`src/hw/rtl/rbts_pkg.sv`:
```
`default_nettype none
package rbts_pkg;

    // configuration register indexes
    localparam logic REG_RISK_LEVEL  = 1'b0;
    localparam logic REG_ALERT_DELAY = 1'b1;

    localparam int CFG_DATA_BITS = 11;
    localparam int RISK_BITS     = 6;
    localparam int DELAY_BITS    = 11;
    localparam int DELAY_SEC_BITS = 17;

    localparam logic [RISK_BITS-1:0] RISK_MAX = 6'd33;
    localparam int PCT_SCALE   = 100;
    localparam int SEC_PER_MIN = 60;

    typedef enum logic [1:0] {
        SIG_NONE = 2'd0,
        SIG_BUY  = 2'd1,
        SIG_SELL = 2'd2
    } trade_sig_t;

    // per-bar control carried alongside the prices
    typedef struct packed {
        logic series_start;
        logic series_end;
        logic full;
        logic enough;
        logic late;
    } bar_ctl_t;

endpackage
`default_nettype wire

```
`src/hw/rtl/rbts_cell.sv`:
```
`default_nettype none
module rbts_cell #(
    parameter int PW = 32
) (
    input  wire logic          clk,
    input  wire logic          shift_en,
    input  wire logic [PW-1:0] new_high,
    input  wire logic [PW-1:0] new_low,
    input  wire logic [PW-1:0] prev_max,
    input  wire logic [PW-1:0] prev_min,
    output logic      [PW-1:0] run_max,
    output logic      [PW-1:0] run_min
);

    logic [PW-1:0] max_reg;
    logic [PW-1:0] min_reg;
    logic [PW-1:0] max_next;
    logic [PW-1:0] min_next;

    // cell i holds max/min of the newest i+1 bars
    always_comb
    begin
        max_next = (new_high > prev_max) ? new_high : prev_max;
        min_next = (new_low < prev_min) ? new_low : prev_min;
    end

    always_ff @(posedge clk)
    begin
        if (shift_en)
        begin
            max_reg <= max_next;
            min_reg <= min_next;
        end
    end

    assign run_max = max_reg;
    assign run_min = min_reg;

endmodule
`default_nettype wire

```
`src/hw/rtl/rbts_band.sv`:
```
`default_nettype none
module rbts_band
    import rbts_pkg::*;
#(
    parameter int PW = 32
) (
    input  wire logic                 clk,
    input  wire logic                 rst_n,
    input  wire logic                 up_valid,
    output logic                      up_ready,
    input  wire bar_ctl_t             ctl,
    input  wire logic [PW-1:0]        close_price,
    input  wire logic [PW-1:0]        win_max,
    input  wire logic [PW-1:0]        win_min,
    input  wire logic [RISK_BITS-1:0] k_pct,
    output logic                      result_valid,
    input  wire logic                 result_stall,
    output logic                      window_full,
    output logic                      trend_up,
    output logic [1:0]                trade_signal
);

    localparam int LW = PW + 9;

    logic signed [PW:0]   range_s;
    logic signed [PW+7:0] rk;
    logic [PW+6:0]        min100;
    logic [PW+6:0]        max100;
    logic [PW+6:0]        c100;

    logic                 v2_reg;
    bar_ctl_t             ctl2_reg;
    logic signed [PW+7:0] rk_reg;
    logic [PW+6:0]        min100_reg;
    logic [PW+6:0]        max100_reg;
    logic [PW+6:0]        c100_reg;

    logic                 out_valid_reg;
    logic                 full_reg;
    logic                 flag_reg;
    trade_sig_t           sig_reg;

    logic                 ld_out;
    logic signed [LW-1:0] lower;
    logic signed [LW-1:0] upper;
    logic signed [LW-1:0] c100_s;
    logic                 prev_flag;
    logic                 flag_next;
    trade_sig_t           sig_next;

    assign ld_out   = !out_valid_reg || !result_stall;
    assign up_ready = !v2_reg || ld_out;

    // stage 2 operands: range scaled by k and the x100 prices
    always_comb
    begin
        range_s = $signed({1'b0, win_max}) - $signed({1'b0, win_min});
        rk      = (PW+8)'(range_s) * (PW+8)'($signed({1'b0, k_pct}));
        min100  = (PW+7)'(win_min) * (PW+7)'(PCT_SCALE);
        max100  = (PW+7)'(win_max) * (PW+7)'(PCT_SCALE);
        c100    = (PW+7)'(close_price) * (PW+7)'(PCT_SCALE);
    end

    always_ff @(posedge clk or negedge rst_n)
    begin
        if (!rst_n)
        begin
            v2_reg <= 1'b0;
        end
        else if (up_ready)
        begin
            v2_reg <= up_valid;
        end
    end

    always_ff @(posedge clk)
    begin
        if (up_ready && up_valid)
        begin
            ctl2_reg   <= ctl;
            rk_reg     <= rk;
            min100_reg <= min100;
            max100_reg <= max100;
            c100_reg   <= c100;
        end
    end

    // band compare and trend update, flag lives here so bars stay in order
    always_comb
    begin
        lower  = $signed({2'b00, min100_reg}) + LW'(rk_reg);
        upper  = $signed({2'b00, max100_reg}) - LW'(rk_reg);
        c100_s = $signed({2'b00, c100_reg});
        prev_flag = ctl2_reg.series_start ? 1'b0 : flag_reg;
        flag_next = prev_flag;
        sig_next  = SIG_NONE;
        if (ctl2_reg.full)
        begin
            if (c100_s > upper)
            begin
                flag_next = 1'b1;
            end
            else if (c100_s < lower)
            begin
                flag_next = 1'b0;
            end
            if (ctl2_reg.series_end && ctl2_reg.enough && ctl2_reg.late
                && (flag_next != prev_flag))
            begin
                sig_next = flag_next ? SIG_BUY : SIG_SELL;
            end
        end
    end

    always_ff @(posedge clk or negedge rst_n)
    begin
        if (!rst_n)
        begin
            out_valid_reg <= 1'b0;
            flag_reg      <= 1'b0;
        end
        else if (ld_out)
        begin
            out_valid_reg <= v2_reg;
            if (v2_reg)
            begin
                flag_reg <= flag_next;
            end
        end
    end

    always_ff @(posedge clk)
    begin
        if (ld_out && v2_reg)
        begin
            full_reg <= ctl2_reg.full;
            sig_reg  <= sig_next;
        end
    end

    assign result_valid = out_valid_reg;
    assign window_full  = full_reg;
    assign trend_up     = flag_reg;
    assign trade_signal = sig_reg;

endmodule
`default_nettype wire

```
`src/hw/rtl/range_band_trend_signal.sv`:
```
// channel  | handshake             | payload
// ---------+-----------------------+------------------------------------------------
// bar      | bar_valid / bar_stall | series_start series_end bar_high bar_low
//          |                       | bar_close elapsed_seconds
// result   | result_valid /        | window_full trend_up trade_signal
//          | result_stall          |
// cfg      | cfg_valid / cfg_ready | cfg_index cfg_data (always ready)
//
// one bar per cycle sustained while result_stall stays low; a result passes the stage 1, stage 2 and output registers
// the row of max/min cells shifts once per bar, loading together with the stage 1 registers
// reset clears pipeline valids, bar count, trend flag and alert delay, and sets risk level to 3
// bar_stall rises only when every stage is full and result_stall is held
`default_nettype none
module range_band_trend_signal
    import rbts_pkg::*;
#(
    parameter int WINDOW_BARS = 9,
    parameter int PRICE_BITS  = 32
) (
    input  wire logic                     clk,
    input  wire logic                     rst_n,
    input  wire logic                     bar_valid,
    output logic                          bar_stall,
    input  wire logic                     series_start,
    input  wire logic                     series_end,
    input  wire logic [31:0]              bar_high,
    input  wire logic [31:0]              bar_low,
    input  wire logic [31:0]              bar_close,
    input  wire logic [31:0]              elapsed_seconds,
    output logic                          result_valid,
    input  wire logic                     result_stall,
    output logic                          window_full,
    output logic                          trend_up,
    output logic [1:0]                    trade_signal,
    input  wire logic                     cfg_valid,
    output logic                          cfg_ready,
    input  wire logic                     cfg_index,
    input  wire logic [CFG_DATA_BITS-1:0] cfg_data
);

    localparam int PW      = PRICE_BITS;
    localparam int BarsCap = (WINDOW_BARS + 2 > 15) ? WINDOW_BARS + 2 : 15;
    localparam int CntW    = $clog2(BarsCap + 1);

    logic [RISK_BITS-1:0]      risk_reg;
    logic [DELAY_BITS-1:0]     delay_reg;
    logic [CntW-1:0]           bars_seen_reg;
    logic [CntW-1:0]           bars_base;
    logic [CntW-1:0]           bars_next;

    logic                      v1_reg;
    bar_ctl_t                  ctl1_reg;
    bar_ctl_t                  ctl1_next;
    logic [PW-1:0]             close_reg;

    logic                      ld1;
    logic                      accept;
    logic                      up_ready;
    logic [PW-1:0]             hi_p;
    logic [PW-1:0]             lo_p;
    logic [DELAY_SEC_BITS-1:0] delay_sec;
    logic [RISK_BITS-1:0]      k_pct;

    logic [PW-1:0]             cell_max [WINDOW_BARS];
    logic [PW-1:0]             cell_min [WINDOW_BARS];

    assign cfg_ready = 1'b1;

    always_ff @(posedge clk or negedge rst_n)
    begin
        if (!rst_n)
        begin
            risk_reg  <= 6'd3;
            delay_reg <= '0;
        end
        else if (cfg_valid)
        begin
            unique case (cfg_index)
                REG_RISK_LEVEL:  risk_reg  <= cfg_data[RISK_BITS-1:0];
                REG_ALERT_DELAY: delay_reg <= cfg_data[DELAY_BITS-1:0];
                default:         ;
            endcase
        end
    end

    assign ld1       = !v1_reg || up_ready;
    assign bar_stall = !ld1;
    assign accept    = bar_valid && ld1;

    assign hi_p = PW'(bar_high);
    assign lo_p = PW'(bar_low);

    genvar gi;
    generate
        for (gi = 0; gi < WINDOW_BARS; gi++)
        begin : g_cell
            if (gi == 0)
            begin : g_head
                rbts_cell #(.PW(PW)) u_cell (
                    .clk      (clk),
                    .shift_en (accept),
                    .new_high (hi_p),
                    .new_low  (lo_p),
                    .prev_max (hi_p),
                    .prev_min (lo_p),
                    .run_max  (cell_max[gi]),
                    .run_min  (cell_min[gi])
                );
            end
            else
            begin : g_body
                rbts_cell #(.PW(PW)) u_cell (
                    .clk      (clk),
                    .shift_en (accept),
                    .new_high (hi_p),
                    .new_low  (lo_p),
                    .prev_max (cell_max[gi-1]),
                    .prev_min (cell_min[gi-1]),
                    .run_max  (cell_max[gi]),
                    .run_min  (cell_min[gi])
                );
            end
        end
    endgenerate

    // bar count and per-bar flags, worked out as the beat comes in
    always_comb
    begin
        bars_base = series_start ? '0 : bars_seen_reg;
        bars_next = (bars_base < CntW'(BarsCap)) ? bars_base + CntW'(1) : bars_base;
        delay_sec = DELAY_SEC_BITS'(delay_reg) * DELAY_SEC_BITS'(SEC_PER_MIN);
        ctl1_next.series_start = series_start;
        ctl1_next.series_end   = series_end;
        ctl1_next.full         = bars_next >= CntW'(WINDOW_BARS);
        ctl1_next.enough       = bars_next > CntW'(WINDOW_BARS + 1);
        ctl1_next.late         = elapsed_seconds > 32'(delay_sec);
    end

    always_ff @(posedge clk or negedge rst_n)
    begin
        if (!rst_n)
        begin
            v1_reg        <= 1'b0;
            bars_seen_reg <= '0;
        end
        else
        begin
            if (ld1)
            begin
                v1_reg <= bar_valid;
            end
            if (accept)
            begin
                bars_seen_reg <= bars_next;
            end
        end
    end

    always_ff @(posedge clk)
    begin
        if (accept)
        begin
            ctl1_reg  <= ctl1_next;
            close_reg <= PW'(bar_close);
        end
    end

    assign k_pct = (risk_reg > RISK_MAX) ? '0 : RISK_MAX - risk_reg;

    // last cell spans the whole window; it only moves when stage 1 takes a new bar
    rbts_band #(.PW(PW)) u_band (
        .clk          (clk),
        .rst_n        (rst_n),
        .up_valid     (v1_reg),
        .up_ready     (up_ready),
        .ctl          (ctl1_reg),
        .close_price  (close_reg),
        .win_max      (cell_max[WINDOW_BARS-1]),
        .win_min      (cell_min[WINDOW_BARS-1]),
        .k_pct        (k_pct),
        .result_valid (result_valid),
        .result_stall (result_stall),
        .window_full  (window_full),
        .trend_up     (trend_up),
        .trade_signal (trade_signal)
    );

`ifndef SYNTHESIS
    a_sig_needs_full: assert property (@(posedge clk) disable iff (!rst_n)
        (result_valid && (trade_signal != SIG_NONE)) |-> window_full)
        else $error("trade signal without a full window");

    a_sig_matches_trend: assert property (@(posedge clk) disable iff (!rst_n)
        (result_valid && ((trade_signal == SIG_BUY) || (trade_signal == SIG_SELL)))
        |-> (trend_up == (trade_signal == SIG_BUY)))
        else $error("signal direction disagrees with trend flag");

    a_empty_stage_takes: assert property (@(posedge clk) disable iff (!rst_n)
        !v1_reg |-> !bar_stall)
        else $error("bar stalled with first stage empty");

    a_count_capped: assert property (@(posedge clk) disable iff (!rst_n)
        bars_seen_reg <= CntW'(BarsCap))
        else $error("bar count beyond cap");
`endif

endmodule
`default_nettype wire

```
`config.mk`:
```
export PLATFORM = sky130hd
export DESIGN_NAME = range_band_trend_signal
export DESIGN_NICKNAME = d
export VERILOG_FILES = /design/src/hw/rtl/rbts_pkg.sv /design/src/hw/rtl/rbts_cell.sv /design/src/hw/rtl/rbts_band.sv /design/src/hw/rtl/range_band_trend_signal.sv
export SDC_FILE = /design/constraint.sdc
export NUM_CORES = 2
export LEC_CHECK = 0
export BUFFER_PORTS_ARGS = -buffer_cell sky130_fd_sc_hd__buf_2
export CORE_ASPECT_RATIO = 0.5
export CORE_MARGIN = 3
export CORE_UTILIZATION = 30
export CTS_CLUSTER_DIAMETER = 50
export CTS_CLUSTER_SIZE = 12
export DETAILED_ROUTE_END_ITERATION = 8
export PLACE_DENSITY = 0.53
export SYNTH_ARGS = -nofsm -noshare
export SYNTH_HDL_FRONTEND = slang
export SYNTH_SLANG_ARGS = --single-unit
```
`constraint.sdc`:
```
create_clock -name clk -period 18.2 [get_ports clk]
set_input_delay 2.73 -clock clk [delete_from_list [all_inputs] [get_ports clk]]
set_output_delay 2.73 -clock clk [all_outputs]
set_load 0.1 [all_outputs]
```
# Yosys cells after proc, flatten, opt, wreduce, memory -nomap -nowiden
# Index checks and enable logic that the tools add are counted.
dict set report totals {
  reg_bits 797
  inputBits 147
  word_cells 120
}
dict set report op_classes {
  addsub 5
  mul 5
  order_cmp 23
  n_eq_ne 1
  muxes 25
  n_bitwise 1
  n_reduce_logical 18
}
# cell n
set op_table {}
lappend op_table {{2-to-1 mux 32 bit} 16}
lappend op_table {{> comparator 32 bit} 8}
lappend op_table {{< comparator 32 bit} 8}
lappend op_table {{multiplier 32 x 5 -> 37 bit (second input constant)} 3}
lappend op_table {{adder 40 x 40 -> 41 bit} 1}
lappend op_table {{> comparator 40 x 41 -> 1 bit} 1}
lappend op_table {{< comparator 40 x 41 -> 1 bit} 1}
lappend op_table {{subtractor 40 x 40 -> 41 bit} 1}
lappend op_table {{multiplier 33 x 7 -> 40 bit} 1}
lappend op_table {{subtractor 32 x 32 -> 33 bit} 1}
lappend op_table {{> comparator 32 x 17 -> 1 bit} 1}
lappend op_table {{multiplier 11 x 4 -> 15 bit (second input constant)} 1}
lappend op_table {{2-to-1 mux 4 bit} 2}
lappend op_table {{AND reduction 2 bit} 4}
lappend op_table {{> comparator 6 bit (second input constant)} 1}
lappend op_table {{logical AND 1 bit} 6}
lappend op_table {{2-to-1 mux 6 bit} 1}
lappend op_table {{subtractor 6 bit (first input constant)} 1}
lappend op_table {{logical NOT 1 bit} 5}
lappend op_table {{2-to-1 mux 1 bit} 5}
lappend op_table {{adder 4 x 1 -> 4 bit (second input constant)} 1}
lappend op_table {{>= comparator 4 bit (second input constant)} 1}
lappend op_table {{> comparator 4 bit (second input constant)} 1}
lappend op_table {{< comparator 4 bit (second input constant)} 1}
lappend op_table {{4 further kinds} 6}

# Longest topological paths before layout
dict set report depth {
  depth_word 8
  ltp_mapped 33
  depth_no_buf 32
}

# By module
# A second synthesis with hierarchy kept.
dict set report unflattened {
  hier_cells 6723
  hier_area_um2 72249.3
}
# module instances cells_per_inst area_per_inst_um2
set modules_own_cells {}
lappend modules_own_cells {{rbts_cell at g_cell[0].g_head.u_cell ...} 7 351 4409.2}
lappend modules_own_cells {rbts_band 1 3231 28840.2}
lappend modules_own_cells {{rbts_cell at g_cell[7].g_body.u_cell} 1 353 4399.2}
lappend modules_own_cells {{rbts_cell at g_cell[8].g_body.u_cell} 1 354 4391.7}
lappend modules_own_cells {range_band_trend_signal 1 328 3753.6}

# Worst setup path before layout
# Ideal clock, no wire load.
dict set report synth_timing {
  path_type {input port to flip-flop}
  start {in result_stall}
  end {reg bars_seen_reg[0]}
  setup_ns 0.149
  arrival_ns 16.371
  required_ns 18.051
  slack_ns 1.680
  path_stages 5
  n_path_buf 0
  path_cell_list {nand4_1 > nand2_1 > inv_1 > nand2_1 > o21ai_0}
}
dict set report synth_via {
  elab_chain_len 5
}
# element line
set synth_lines {}
lappend synth_lines {{start, declared} range_band_trend_signal.sv:31} ;# input wire logic result_stall,
lappend synth_lines {{logical NOT 1 bit} rbts_band.sv:51} ;# assign ld_out = !out_valid_reg || !result_stall;
lappend synth_lines {{logical OR 1 bit} rbts_band.sv:51}
lappend synth_lines {{logical OR 1 bit} rbts_band.sv:52} ;# assign up_ready = !v2_reg || ld_out;
lappend synth_lines {{logical OR 1 bit} range_band_trend_signal.sv:86} ;# assign ld1 = !v1_reg || up_ready;
lappend synth_lines {{logical AND 1 bit} range_band_trend_signal.sv:88} ;# assign accept = bar_valid && ld1;
lappend synth_lines {{named net accept} range_band_trend_signal.sv:57} ;# logic accept;
lappend synth_lines {{end signal, assigned} range_band_trend_signal.sv:154} ;# bars_seen_reg <= bars_next;
lappend synth_lines {{end, declared} range_band_trend_signal.sv:47} ;# logic [CntW-1:0] bars_seen_reg;
# The timed path passes the listed nets, and every way through them passes these cells.
# A chain may end at the register's enable or synchronous reset.

# Worst setup path in the final report
dict set report layout_timing {
  start {reg g_cell[8].g_body.u_cell.min_reg[12]}
  end {reg u_band.rk_reg[37], data pin}
}
dict set report layout_via {
  elab_chain_len 2
}
# element line
set layout_lines {}
lappend layout_lines {{start, declared} rbts_cell.sv:16} ;# logic [PW-1:0] min_reg;
lappend layout_lines {{start signal, assigned} rbts_cell.sv:32} ;# min_reg <= min_next;
lappend layout_lines {{subtractor 32 x 32 -> 33 bit} rbts_band.sv:57} ;# range_s = $signed({1'b0, win_max}) - $signed({1'b0, win_min});
lappend layout_lines {{multiplier 33 x 7 -> 40 bit} rbts_band.sv:58} ;# rk = (PW+8)'(range_s) * (PW+8)'($signed({1'b0, k_pct}));
lappend layout_lines {{named net u_band.rk[37]} rbts_band.sv:26} ;# logic signed [PW+7:0] rk;
lappend layout_lines {{end signal, assigned} rbts_band.sv:81} ;# rk_reg <= rk;
lappend layout_lines {{end, declared} rbts_band.sv:33} ;# logic signed [PW+7:0] rk_reg;
# The timed path passes the listed nets, and every way through them passes these cells.

==> impl_metrics.env <==
export IMPL_place_area_sq_mm=0.0732
export IMPL_dp_hpwl_mm=127
export IMPL_p_leak_nw=36.0
export IMPL_grt_overflow_total=0
export IMPL_synthArstFlopShare_pct=3.14
export IMPL_grt_pass1_vias=46957
export IMPL_criticalPathCategory="reg -> reg"
export IMPL_yosys_warnings=0
export IMPL_crit_path_max_incr_delay_ns=0.77
export IMPL_r2r_start="g_cell[8].g_body.u_cell.run_min[12]"
export IMPL_maxSlewHeadroom_pct=22.5
export IMPL_grtUsageTotal_pct=13.6
export IMPL_cpMaxStageDelayCell="a31oi_1"
export IMPL_cts_sinks=797
export IMPL_ys_ff_latch=797
export IMPL_grt_pass1_wl_mm=257
export IMPL_met1_usage_pct=19.4
export IMPL_wl_mm=159
export IMPL_synth_area_top_cells="edfxtp_1 34%, ha_1 20%, mux2_1 7.9%"
export IMPL_cts_hold_fix_buffers=0
export IMPL_clk_transition_reported_paths_ns=0.06
export IMPL_arrival_ns=8.72
export IMPL_synth_top_cell_area_share_pct=33.8
export IMPL_synthesis_area_sq_mm=0.0686
export IMPL_root_buffer="clkbuf_16"
export IMPL_synth_edf_count=772
export IMPL_worstSetupStartpointType="flop"
export IMPL_cts_tree="built"
export IMPL_hold_start="ctl1_reg[2]"
export IMPL_drtIter0Drc=2254
export IMPL_dieArea_sq_mm=0.235
export IMPL_syn_to_final_growth_pct=11.3
export IMPL_synth_top_area_cell="edfxtp_1"
export IMPL_hold_viol=0
export IMPL_synth_distinct_cells=89
export IMPL_skew_ns=0.0698
export IMPL_ant_nets=0
export IMPL_dp_cells=9549
export IMPL_hold_path_depth=0
export IMPL_grt_antenna_before_repair=33
export IMPL_nNetsFinal=8135
export IMPL_synth_cells_most_frequent="1,208 x inv_1, 1,102 x ha_1, 772 x edfxtp_1"
export IMPL_met3_usage_pct=1.79
export IMPL_ys_seq_area_share_pct=34.7
export IMPL_yosysMostFrequentCell="inv_1"
export IMPL_ctsResizeCount=0
export IMPL_synth_net_count=7954
export IMPL_cts_made_buffers=98
export IMPL_finalSetupTns_ns=0
export IMPL_crit_path_end_kind="flop"
export IMPL_die_width_um=682
export IMPL_ir_drop_uv=94.6
export IMPL_powerDensity_mw_per_mm2=156
export IMPL_hold_path_class="reg -> reg"
export IMPL_fmax_ghz=0.122
export IMPL_timing_final_crit_share_pct=45.1
export IMPL_grt_max_degree=196
export IMPL_worst_pin_slew_ns=1.16
export IMPL_r2r_cells=29
export IMPL_cts_max_level=3
export IMPL_avgRoutedWirePerCell_um=16.3
export IMPL_yosys_most_used_dff="edfxtp_1"
export IMPL_worstPathRequired_ns=18.72
export IMPL_r2r_slack_ns=10.0
export IMPL_syn_inst=6468
export IMPL_post_cts_buffers=0
export IMPL_top_usage_layer="met2"
export IMPL_clk_latency_ns=0.72
export IMPL_layout_min_cycle_time_ns=8.20
export IMPL_final_area_sq_mm=0.0764
export IMPL_via_per_inst=4.70
export IMPL_outcome="finished clean"
export IMPL_whs_endpoint="u_band.ctl2_reg[2]"
export IMPL_io_pins=154
export IMPL_gr_usage_met2_pct=21.6
export IMPL_cts_buffer_depth=3
export IMPL_rr_endpoint="u_band.rk_reg[37]"
export IMPL_core_area_sq_mm=0.226
export IMPL_die_y_um=344
export IMPL_drtPass1Iterations=5
export IMPL_finalSetupViolations=0
export IMPL_syn_avg_cell_area_sq_um=10.6
export IMPL_drive_gt1_share_pct=6.52
export IMPL_drc_errors=0
export IMPL_path_max_fanout=11
export IMPL_vias=45721
export IMPL_drv_cap=0
export IMPL_slew_violations=0
export IMPL_instances_no_fill=9729
export IMPL_rows=123
export IMPL_rsz0062_at_grt="no"
export IMPL_start_util_pct=30.3
export IMPL_place_congestion=0.824
export IMPL_io_buffer_count=152
through the flow:
stage                     power [mW]  setup slack [ns]  util [%]  hold slack [ns]
after detailed placement        9.96             10.02      32.3            0.409
after global routing            13.1              9.34      33.8            0.436
after floorplan                 8.15              1.68         -            0.400
final                           11.9              10.0      33.8            0.422
after CTS                       12.0              9.93      33.8            0.423
after global placement          9.90             10.11      32.3            0.406
logic make-up after synthesis:
kind of cell / synth area share (%)
mux: 8.73
flops: 34.7
simple gates: 7.49
buf+inv: 7.20
xor+xnor: 2.95
compound gates: 11.9
fa+ha+maj: 27.0
other cells: 0.00546
final cells by class:
type,instances,area (sq um)
Sequential cell,797,23800
Fill cell,22806,150000
Timing Repair Buffer,186,1030
Clock inverter,55,674
Inverter,1209,4550
Antenna cell,11,27.5
Tap cell,3000,3750
Clock buffer,114,2550
Multi-Input combinational cell,4357,40000
where the power goes:
part	leakage (nW)	switching, mW	internal [mW]
clock network	1.56	0.834	1.13
registers	7.75	0.208	2.60
logic	26.6	4.23	2.91
worst max-delay path by stage:
stage                                                    from           endpoint  depth (start not counted)
final                     g_cell[8].g_body.u_cell.run_min[12]  u_band.rk_reg[37]                         29
after global routing       g_cell[8].g_body.u_cell.run_min[1]  u_band.rk_reg[38]                         28
after CTS                  g_cell[8].g_body.u_cell.run_min[1]  u_band.rk_reg[37]                         29
after detailed placement   g_cell[8].g_body.u_cell.run_min[1]  u_band.rk_reg[37]                         29
after global placement    g_cell[8].g_body.u_cell.run_min[12]  u_band.rk_reg[37]                         29
after floorplan                                  result_stall   bars_seen_reg[0]                          5
cell usage in the layout, fill, tap and decap left out, drive strengths merged, types with 96 or more instances in the layout:
cell	n
a21o	346
a21oi	327
buf	186
clkbuf	114
edfxtp	772
fa	237
ha	1102
inv	1228
mux2	528
nand2	154
nand4	137
nor2	312
o21ai	175
xnor2	135
xor2	96
layer usage:
layer  vias up  routed length [um]
li1      23259                   -
met1     21701               80500
met2       547               68800
met3       204                5270
met4        10                4290
met5         -                  80
critical path, delay by kind of cell, from the launching register on:
kind | cells | cell delay, ns
compound gates | 13 | 3.05
fa+ha+maj | 6 | 2.68
buf+inv | 4 | 0.33
flops | 1 | 0.42
mux | 1 | 0.41
simple gates | 5 | 1.12
Note: power is estimated with default switching activity, not from simulation.
